### src/rtl/char_lcd_command_sequencer_assert.svh
// assertion macros for the character lcd command sequencer
// the bodies sample on clk and are disabled while rst is high
`ifndef CHAR_LCD_COMMAND_SEQUENCER_ASSERT_SVH
`define CHAR_LCD_COMMAND_SEQUENCER_ASSERT_SVH

`ifndef NO_ASSERTIONS
`define LCDSEQ_ASSERT_NOW(label, ante, cons, msg) \
  label: assert property (@(posedge clk) disable iff (rst) (ante) |-> (cons)) else $error(msg);
`define LCDSEQ_ASSERT_NEXT(label, ante, cons, msg) \
  label: assert property (@(posedge clk) disable iff (rst) (ante) |=> (cons)) else $error(msg);
`else
`define LCDSEQ_ASSERT_NOW(label, ante, cons, msg)
`define LCDSEQ_ASSERT_NEXT(label, ante, cons, msg)
`endif

`endif

### src/rtl/lcdseq_pkg.sv
// shared types and constants for the character lcd command sequencer
// no dependencies
package lcdseq_pkg;

  // request codes
  localparam logic [2:0] OP_POLL      = 3'd0;
  localparam logic [2:0] OP_SET_CUR   = 3'd1;
  localparam logic [2:0] OP_STR_START = 3'd2;
  localparam logic [2:0] OP_STR_CHAR  = 3'd3;
  localparam logic [2:0] OP_SHIFT_R   = 3'd4;
  localparam logic [2:0] OP_SHIFT_L   = 3'd5;

  // sequencer phases
  localparam logic [2:0] PH_IDLE       = 3'd0;
  localparam logic [2:0] PH_WAIT_BUSY  = 3'd1;
  localparam logic [2:0] PH_WAIT_ADDR  = 3'd2;
  localparam logic [2:0] PH_PUT        = 3'd3;
  localparam logic [2:0] PH_FINISH     = 3'd4;
  localparam logic [2:0] PH_STOP_SHIFT = 3'd5;

  // lcd command bytes
  localparam logic [7:0] CMD_SET_ADDR     = 8'h80;
  localparam logic [7:0] CMD_SHIFT        = 8'h10;
  localparam logic [7:0] SHIFT_RIGHT_BIT  = 8'h04;
  localparam logic [7:0] SHIFT_SCREEN_BIT = 8'h08;
  localparam logic [7:0] SPACE_CODE       = 8'h20;

  localparam int IN_BITS  = 48;
  localparam int OUT_BITS = 16;

  // last field in the lowest bits
  typedef struct packed {
    logic [7:0] pad_length;
    logic [7:0] char_code;
    logic [7:0] row;
    logic [7:0] column;
    logic [7:0] status_byte;
    logic [2:0] op;
  } in_item_t;

  typedef struct packed {
    logic       busy_res;
    logic       need_char;
    logic       done_res;
    logic [7:0] write_byte;
    logic       write_is_data;
    logic       write_valid;
    logic       accepted;
  } out_item_t;

  typedef struct packed {
    logic [2:0] phase;
    logic [2:0] phase_after_wait;
    logic [6:0] expected_address;
    logic [7:0] pad_remaining;
    logic       string_ended;
  } seq_state_t;

endpackage

### src/rtl/lcdseq_core.sv
// sequencer state and the per-item step logic
// depends on lcdseq_pkg and char_lcd_command_sequencer_assert.svh
`include "char_lcd_command_sequencer_assert.svh"

module lcdseq_core (
  input  logic                  clk,
  input  logic                  rst,
  input  logic                  step,
  input  lcdseq_pkg::in_item_t  item,
  output lcdseq_pkg::out_item_t res
);

  lcdseq_pkg::seq_state_t state;
  lcdseq_pkg::seq_state_t state_next;

  logic       do_put;
  logic [7:0] put_c;
  logic       idle;

  always_comb begin
    state_next = state;
    res        = '0;
    do_put     = 1'b0;
    put_c      = 8'h00;
    idle       = (state.phase == lcdseq_pkg::PH_IDLE);

    unique case (item.op)
      lcdseq_pkg::OP_POLL: begin
        unique case (state.phase)
          lcdseq_pkg::PH_WAIT_BUSY: begin
            if (!item.status_byte[7]) state_next.phase = state.phase_after_wait;
          end
          lcdseq_pkg::PH_WAIT_ADDR: begin
            if (item.status_byte == {1'b0, state.expected_address})
              state_next.phase = state.phase_after_wait;
          end
          lcdseq_pkg::PH_PUT: begin
            // padding runs on poll ticks once the string has ended
            if (state.string_ended) do_put = 1'b1;
          end
          lcdseq_pkg::PH_FINISH: begin
            state_next.phase = lcdseq_pkg::PH_IDLE;
            res.done_res     = 1'b1;
          end
          lcdseq_pkg::PH_STOP_SHIFT: begin
            res.write_valid            = 1'b1;
            res.write_byte             = lcdseq_pkg::CMD_SHIFT;
            state_next.phase_after_wait = lcdseq_pkg::PH_FINISH;
            state_next.phase           = lcdseq_pkg::PH_WAIT_BUSY;
          end
          default: begin
          end
        endcase
      end
      lcdseq_pkg::OP_SET_CUR: begin
        if (idle) begin
          res.accepted                = 1'b1;
          state_next.expected_address = {item.row[0], item.column[5:0]};
          res.write_valid             = 1'b1;
          res.write_byte              = lcdseq_pkg::CMD_SET_ADDR |
                                        {1'b0, item.row[0], item.column[5:0]};
          state_next.phase_after_wait = lcdseq_pkg::PH_FINISH;
          state_next.phase            = lcdseq_pkg::PH_WAIT_ADDR;
        end
      end
      lcdseq_pkg::OP_STR_START: begin
        if (idle) begin
          res.accepted             = 1'b1;
          state_next.pad_remaining = item.pad_length;
          state_next.string_ended  = 1'b0;
          do_put                   = 1'b1;
          put_c                    = item.char_code;
        end
      end
      lcdseq_pkg::OP_STR_CHAR: begin
        if (state.phase == lcdseq_pkg::PH_PUT && !state.string_ended) begin
          res.accepted = 1'b1;
          do_put       = 1'b1;
          put_c        = item.char_code;
        end
      end
      lcdseq_pkg::OP_SHIFT_R, lcdseq_pkg::OP_SHIFT_L: begin
        if (idle) begin
          res.accepted                = 1'b1;
          res.write_valid             = 1'b1;
          res.write_byte              = lcdseq_pkg::CMD_SHIFT | lcdseq_pkg::SHIFT_SCREEN_BIT |
                                        ((item.op == lcdseq_pkg::OP_SHIFT_R) ?
                                         lcdseq_pkg::SHIFT_RIGHT_BIT : 8'h00);
          state_next.phase_after_wait = lcdseq_pkg::PH_STOP_SHIFT;
          state_next.phase            = lcdseq_pkg::PH_WAIT_BUSY;
        end
      end
      default: begin
      end
    endcase

    // one character: data write, or end of string with optional pad space
    if (do_put) begin
      if (put_c != 8'h00) begin
        res.write_valid             = 1'b1;
        res.write_is_data           = 1'b1;
        res.write_byte              = put_c;
        state_next.phase_after_wait = lcdseq_pkg::PH_PUT;
      end else begin
        state_next.string_ended = 1'b1;
        if (state_next.pad_remaining != 8'h00) begin
          res.write_valid   = 1'b1;
          res.write_is_data = 1'b1;
          res.write_byte    = lcdseq_pkg::SPACE_CODE;
        end
        state_next.phase_after_wait = (state_next.pad_remaining > 8'd1) ?
                                      lcdseq_pkg::PH_PUT : lcdseq_pkg::PH_FINISH;
      end
      // counts down and sticks at zero, so long strings still go out in full
      if (state_next.pad_remaining != 8'h00)
        state_next.pad_remaining = state_next.pad_remaining - 8'd1;
      state_next.phase = lcdseq_pkg::PH_WAIT_BUSY;
    end

    res.need_char = (state_next.phase == lcdseq_pkg::PH_PUT) && !state_next.string_ended;
    res.busy_res  = (state_next.phase != lcdseq_pkg::PH_IDLE);
  end

  always_ff @(posedge clk) begin
    if (rst) begin
      state <= '0;
    end else if (step) begin
      state <= state_next;
    end
  end

  `LCDSEQ_ASSERT_NEXT(a_done_goes_idle, step && res.done_res,
                      state.phase == lcdseq_pkg::PH_IDLE, "done without return to idle")
  `LCDSEQ_ASSERT_NEXT(a_data_waits_busy, step && res.write_valid && res.write_is_data,
                      state.phase == lcdseq_pkg::PH_WAIT_BUSY, "data write not followed by busy wait")
  `LCDSEQ_ASSERT_NEXT(a_cursor_waits_addr,
                      step && res.accepted && item.op == lcdseq_pkg::OP_SET_CUR,
                      state.phase == lcdseq_pkg::PH_WAIT_ADDR, "cursor set without address wait")
  `LCDSEQ_ASSERT_NOW(a_addr_then_finish, state.phase == lcdseq_pkg::PH_WAIT_ADDR,
                     state.phase_after_wait == lcdseq_pkg::PH_FINISH, "address wait not ending op")

endmodule

### src/rtl/char_lcd_command_sequencer.sv
// character lcd command sequencer: input register, step core, result register
// depends on lcdseq_pkg and lcdseq_core
//
// usage: every item on the slave stream is either a poll tick carrying the lcd
// status byte or a request (set cursor, start string, string character, shift
// right, shift left). each accepted item yields exactly one result item on the
// master stream: whether the request was taken, an optional lcd write (command
// or data byte), a done pulse at the end of an operation, and need_char and
// busy flags as they stand after the item.
// path: an accepted item waits in the input register, and its result is held in
// the result register.
// throughput: one item per cycle while m_tready is high; the step core updates its
// phase register once per item, so the core does not limit the rate below that.
// reset: the sequencer returns to idle and both registers empty.
// stall: while m_tready is low the result is held; one more item may enter the
// input register, after which s_tready drops until the result is taken.
module char_lcd_command_sequencer (
  input  logic                            clk,
  input  logic                            rst,
  input  logic                            s_tvalid,
  output logic                            s_tready,
  // op, status_byte, column, row, char_code, pad_length, zero fill
  input  logic [lcdseq_pkg::IN_BITS-1:0]  s_tdata,
  output logic                            m_tvalid,
  input  logic                            m_tready,
  // accepted, write_valid, write_is_data, write_byte, done_res, need_char,
  // busy_res, zero fill
  output logic [lcdseq_pkg::OUT_BITS-1:0] m_tdata
);

  localparam int InFieldBits  = $bits(lcdseq_pkg::in_item_t);
  localparam int OutFieldBits = $bits(lcdseq_pkg::out_item_t);

  lcdseq_pkg::in_item_t  in_item;
  logic                  in_valid;
  lcdseq_pkg::out_item_t out_item;
  logic                  out_valid;
  lcdseq_pkg::out_item_t step_res;
  logic                  advance;

  assign advance  = in_valid && (!out_valid || m_tready);
  assign s_tready = !in_valid || advance;

  always_ff @(posedge clk) begin
    if (rst) begin
      in_valid <= 1'b0;
    end else if (s_tvalid && s_tready) begin
      in_valid <= 1'b1;
    end else if (advance) begin
      in_valid <= 1'b0;
    end
  end

  always_ff @(posedge clk) begin
    if (s_tvalid && s_tready) begin
      in_item <= lcdseq_pkg::in_item_t'(s_tdata[InFieldBits-1:0]);
    end
  end

  lcdseq_core u_core (
    .clk  (clk),
    .rst  (rst),
    .step (advance),
    .item (in_item),
    .res  (step_res)
  );

  always_ff @(posedge clk) begin
    if (rst) begin
      out_valid <= 1'b0;
    end else if (advance) begin
      out_valid <= 1'b1;
    end else if (m_tready) begin
      out_valid <= 1'b0;
    end
  end

  always_ff @(posedge clk) begin
    if (advance) begin
      out_item <= step_res;
    end
  end

  assign m_tvalid = out_valid;
  assign m_tdata  = {{(lcdseq_pkg::OUT_BITS - OutFieldBits){1'b0}}, out_item};

endmodule
### config.mk
export PLATFORM = sky130hd
export DESIGN_NAME = char_lcd_command_sequencer
export DESIGN_NICKNAME = d
export VERILOG_FILES = /design/src/rtl/lcdseq_pkg.sv /design/src/rtl/lcdseq_core.sv /design/src/rtl/char_lcd_command_sequencer.sv
export VERILOG_INCLUDE_DIRS = /design/src /design/src/rtl
export SDC_FILE = /design/constraint.sdc
export NUM_CORES = 1
export LEC_CHECK = 0
export BUFFER_PORTS_ARGS = -buffer_cell sky130_fd_sc_hd__buf_2
export CAP_MARGIN = 30
export CORE_MARGIN = 2
export CORE_UTILIZATION = 50
export CTS_BUF_LIST = sky130_fd_sc_hd__clkbuf_8
export CTS_CLUSTER_SIZE = 24
export DETAILED_ROUTE_END_ITERATION = 6
export PLACE_DENSITY_LB_ADDON = 0.2
export RECOVER_POWER = 100
export SLEW_MARGIN = 10
export SYNTH_ARGS = -nofsm -noshare
export SYNTH_HDL_FRONTEND = slang
export SYNTH_SLANG_ARGS = --single-unit
### constraint.sdc
create_clock -name clk -period 2.6 [get_ports clk]
set_clock_uncertainty 0.1 [all_clocks]
set_input_delay 0.52 -clock clk [delete_from_list [all_inputs] [get_ports clk]]
set_output_delay 0.52 -clock clk [all_outputs]
set_load 0.05 [all_outputs]
Word level (Yosys, flattened, before mapping)
Index checks and enable logic that the tools add are counted.
{"block": "classes", "addsub": 1, "magnitude_cmp": 1, "n_eq_ne": 15, "muxes": 40, "reduce_logical": 22}
{"operator": "two-way mux 8 bit", "n": 5}
{"operator": "two-way mux 10 bit", "n": 3}
{"operator": "two-way mux 9 bit", "n": 3}
{"operator": "case mux 8 bit (3 select lines)", "n": 1}
{"operator": "two-way mux 3 bit", "n": 6}
{"operator": "case mux 6 bit (3 select lines)", "n": 1}
{"operator": "case mux 8 bit (2 select lines)", "n": 1}
{"operator": "nonzero test 8 bit", "n": 2}
{"operator": "== test 3 x 2 -> 1 bit (second input constant)", "n": 5}
{"operator": "two-way mux 13 bit", "n": 1}
{"operator": "== test 3 bit (second input constant)", "n": 4}
{"operator": "two-way mux 6 bit", "n": 2}
{"operator": "case mux 3 bit (4 select lines)", "n": 1}
{"operator": "two-way mux 1 bit", "n": 11}
{"operator": "== test 8 x 7 -> 1 bit", "n": 1}
{"operator": "greater-than comparator 8 x 1 -> 1 bit (second input constant)", "n": 1}
{"operator": "subtractor 8 x 1 -> 8 bit (second input constant)", "n": 1}
{"operator": "== test 3 x 1 -> 1 bit (second input constant)", "n": 2}
{"operator": "zero test 3 bit", "n": 2}
{"operator": "!= test 3 x 1 -> 1 bit (second input constant)", "n": 2}
{"operator": "case mux 1 bit (3 select lines)", "n": 2}
{"operator": "two-way mux 5 bit", "n": 1}
{"operator": "AND reduction 5 bit", "n": 1}
{"operator": "logical AND 1 bit", "n": 4}
{"operator": "other kinds (11)", "n": 16}
{"block": "word_totals", "ff_bits": 72, "input_bits": 52, "output_inout_bits": 18, "wordCells": 99}

Depth between registers and ports, before layout
{"block": "logic_depth", "depth_word": 9, "ltp_mapped": 14, "mapped_depth_nobuf": 11}

Cells and area by module
Synthesis repeated with hierarchy kept, for this count alone.
{"block": "unflattened", "hier_cells": 338, "hier_area_um2": 3748.6}
{"module": "lcdseq_core", "n_inst": 1, "cells_per_inst": 268, "area_per_inst_um2": 1914.3, "seq_area_each_um2": 440.4}
{"module": "char_lcd_command_sequencer", "n_inst": 1, "cells_per_inst": 70, "area_per_inst_um2": 1834.3, "seq_area_each_um2": 1751.7}

Least setup slack after synthesis
Ideal clock, no wire load.
{"block": "synth_timing", "path_kind": "flip-flop to flip-flop", "start": "register in_item[2] (netlist name)", "end": "register u_core.state[7] (netlist name)", "setup_ps": 126, "arrival_ps": 2427, "t_required_ps": 2374, "slack_ps": -53, "stages_incl_launch_ff": 11, "n_path_buf": 2, "period_less_slack_ps": 2653, "cell_sequence": "edfxtp_1 > or3b_1 > nor2_1 > buf_2 > mux2i_1 > ha_1 > buf_2 > nand4_1 > and2_1 > o41ai_1 > o22ai_1"}
{"block": "synth_between", "elab_chain_len": 5}
{"element": "start, declared", "line_no": "char_lcd_command_sequencer.sv:34", "rtl": "lcdseq_pkg::in_item_t in_item;"}
{"element": "start signal, assigned", "line_no": "char_lcd_command_sequencer.sv:56", "rtl": "in_item <= lcdseq_pkg::in_item_t'(s_tdata[InFieldBits-1:0]);"}
{"element": "== test 3 x 2 -> 1 bit", "line_no": "lcdseq_core.sv:27", "rtl": "unique case (item.op)"}
{"element": "two-way mux 9 bit", "line_no": "lcdseq_core.sv:27"}
{"element": "subtractor 8 x 1 -> 8 bit / nonzero test 8 bit (equally long branches)", "line_no": "lcdseq_core.sv:116, lcdseq_core.sv:115"}
{"element": "two-way mux 8 bit", "line_no": "lcdseq_core.sv:115", "rtl": "if (state_next.pad_remaining != 8'h00)"}
{"element": "two-way mux 9 bit (*)", "line_no": "lcdseq_core.sv:98", "rtl": "if (do_put) begin"}
{"element": "end signal, assigned", "line_no": "lcdseq_core.sv:128", "rtl": "state <= state_next;"}
{"element": "end, declared", "line_no": "lcdseq_core.sv:13", "rtl": "lcdseq_pkg::seq_state_t state;"}
Mark *: on every way between the ends. The rest lies on a longest branch, timed or not.
A chain may end at the register's enable or synchronous reset.

Worst setup path in the final report
{"block": "layout_timing", "start": "register in_item[0] (netlist name)", "end": "register u_core.state[7] (netlist name)"}
The elaborated chain is that of the path after synthesis.

==> impl_metrics.yaml <==
synth:
  ys_top_cells_by_area: "edfxtp_1 41%, dfxtp_1 14%, nand2_1 3.1%"
  yosysWarningCount: 0
  synth_compound_area_share_pct: 16.76
  ys_types: 72
  synth_top_area_cell: "edfxtp_1"
  synthCells: 323
  seq_area_frac_synth_pct: 55.11
  syn_area_sq_um: 3487
  synth.area.mux_share_pct: 0.8970
  synthFlopType: "edfxtp_1"
  synth_top_family_by_area: "simple AND/OR/NAND/NOR gates"
  synth.avg_cell_area_sq_um: 10.80
  synthAdderAreaFrac_pct: 0.7176
  synthArstFlopShare_pct: 0
  synth_xor_area_share_pct: 2.260
  synth-simple-area-share_pct: 20.13
  ys_ff_latch: 72
  synth_edf_count: 48
  synth_top_area_share_pct: 41.33
worst_setup_path:
  end_kind: "flop"
  crit_top_cell: "buf_6"
  critical_path_class: "flop to flop"
  slowest_delay_ns: 0.43
  path_max_fanout: 6
  cp.required_ns: 2.73
  reg2reg_depth: 10
  worstPathCellList: "or3b_4, nor2_4, buf_6, mux2i_4, ha_4, buf_6, nand4_1, and2_4, o41ai_2, o22ai_1"
  arrival_ns: 2.64
  start_kind: "flop"
  slowest_stage: "or3b_4"
global_routing:
  grt_antenna_before_repair: 0
  grt_pass1_vias: 2606
  grt_overflow: 0
  grt_usage_pct: 21.92
  grt_pass1_wl_mm: 12.69
  grt_max_degree: 35
die:
  fp.dieH_um: 87.51
  ioPinCount: 70
  core_area_sq_um: 6756
  die_area_sq_um: 7658
  start_util_pct: 51.61
  die_w_um: 87.51
  num_rows: 30
cells_and_area:
  layout_commonest_cell: "edfxtp_1"
  syn2layout_area_growth_pct: 19.84
  diodes: 0
  final_cell_mix: "48 x edfxtp_1, 37 x buf_2, 29 x nand2_1, 24 x dfxtp_1, 22 x nor2_1"
  num-fill-cells: 593
  drive_above_1_share_pct: 24.49
  nets: 445
  final_area_sq_um: 4179
clock_tree:
  holdBufCountCts: 0
  cts_buffer_depth: 2
  numCtsBuffers: 9
  cts_tree: "yes"
  clock_latency_ns: 0.35
  clock_sinks: 72
  cts_root_buf: "clkbuf_8"
  path_clk_slew_ns: 0.08
  h-tree-depth: 3
sta:
  setup_viol: 0
  relSlewSlack_pct: 43.71
  fin_crit_ns: 2.511
  fin_hold_ws_ns: 0.2383
  fin_setup_tns_ns: 0
  slew_viol_final: 0
  period_share_pct: 96.57
  fin_ws_ns: 0.08913
  fmax_ghz: 0.3983
  hold_viol: 0
  worstMarginPinSlew_ns: 0.8443
  rsz0062_at_grt: "true"
placement:
  place_congestion: 0.8397
  portBuffers: 53
  placed_area_sq_um: 3941
  dp_slack_ns: -0.05771
  dp_hpwl_mm: 5.485
detailed_routing:
  drc_errors: 0
  first_pass_iters: 5
  vias: 2819
  avgViaCountPerCell: 5.922
  drt_iter0_drc: 175
  postRouteWirelength_mm: 7.680
  wire_per_inst_um: 16.13
  drtAntennaViolNets: 0
outcome:
  status: "completed"
min_path:
  hp-class: "input pin to flop"
  hold_depth: 1
power_and_ir_drop:
  peakVddDrop_mv: 0.4565
  p_leak_nw: 1.556
  powerDensity_nw_per_um2: 631.7
job:
  drv_cap: 0
## report_power, final
part           internal [mW]  total, mW  switching, mW
Sequential              1.28       1.32         0.0322
Clock                  0.541      0.974          0.433
Combinational          0.129      0.349          0.220
Total                   1.95       2.64          0.685
## worst paths after layout
kind	start	end	slack, ns
max	in_item[0]	u_core.state[7]	0.09
min	s_tdata[34]	in_item[34]	0.24
max reg2reg	in_item[0]	u_core.state[7]	0.09
min reg2reg	u_core.state[12]	u_core.state[12]	0.37
## worst max-delay path, delay by kind of cell (launching register included)
kind	cells	cell delay [ns]
adder cells (fa/ha/maj)	1	0.19
AO/OA/AOI/OAI	2	0.33
flip-flops	1	0.39
buffers and inverters	2	0.24
AND/OR/NAND/NOR	4	0.89
multiplexers	1	0.25
## flip-flops by register name, indices dropped and copies added (netlist names)
register	flops
in_item	34
m_tdata	14
in_valid	1
m_tvalid	1
u_core.state	22
## synth_stat cells (4+ instances only)
cell type and count:
dfxtp_1 24, o21ai_0 9, inv_1 6, nor3_1 11, a21oi_1 21, xor2_1 7, or3_1 8, a211oi_1 5
edfxtp_1 48, nor4_1 6, clkbuf_1 9, nand3b_1 4, nand2_1 29, nand2b_1 4, nor2_1 23, a22o_1 6
buf_2 10, nand3_1 13
## stage by stage
step	cells	power [mW]	utilization [%]
final	476	2.640	61.85
after global routing	476	2.741	61.85
after CTS	476	2.660	62.04
after detailed placement	460	1.686	58.33
after global placement	460	1.679	58.33
after floorplan	324	1.572	-
## what timing repair did
action / CTS / global route
pin swaps: 2 / 4
resized for setup: 6 / 6
setup buffers: 0 / 0
endpoints found under the setup margin: 1 / 7
## area by class of cell
cell class | instances | area [sq um] | share of cell area, %
multi-input combinational | 222 | 1479 | 35.39
inverter | 7 | 26.28 | 0.6287
timing repair buffer | 79 | 431.7 | 10.33
clock buffer | 9 | 123.9 | 2.964
clock inverter | 7 | 96.34 | 2.305
tap | 80 | 100.1 | 2.395
sequential | 72 | 1922 | 45.99
## layer usage
layer,wire [um],vias to the layer above,global-route usage (%)
li1,-,1362,-
met1,3484,1337,30.67
met2,3584,107,33.33
met3,454,13,3.981
met4,157,0,9.930
met5,0,-,0
## kinds of logic (layout without fill, tap and decap cells)
| group | after synthesis | after routing |
|---|---|---|
| adder cells (fa/ha/maj) | 2 | 2 |
| flip-flops | 72 | 72 |
| XOR/XNOR | 9 | 9 |
| AND/OR/NAND/NOR | 126 | 126 |
| multiplexers | 3 | 3 |
| other | 1 | 2 |
| buffers and inverters | 30 | 102 |
| AO/OA/AOI/OAI | 80 | 80 |
Note: power is estimated with default switching activity, not from simulation.
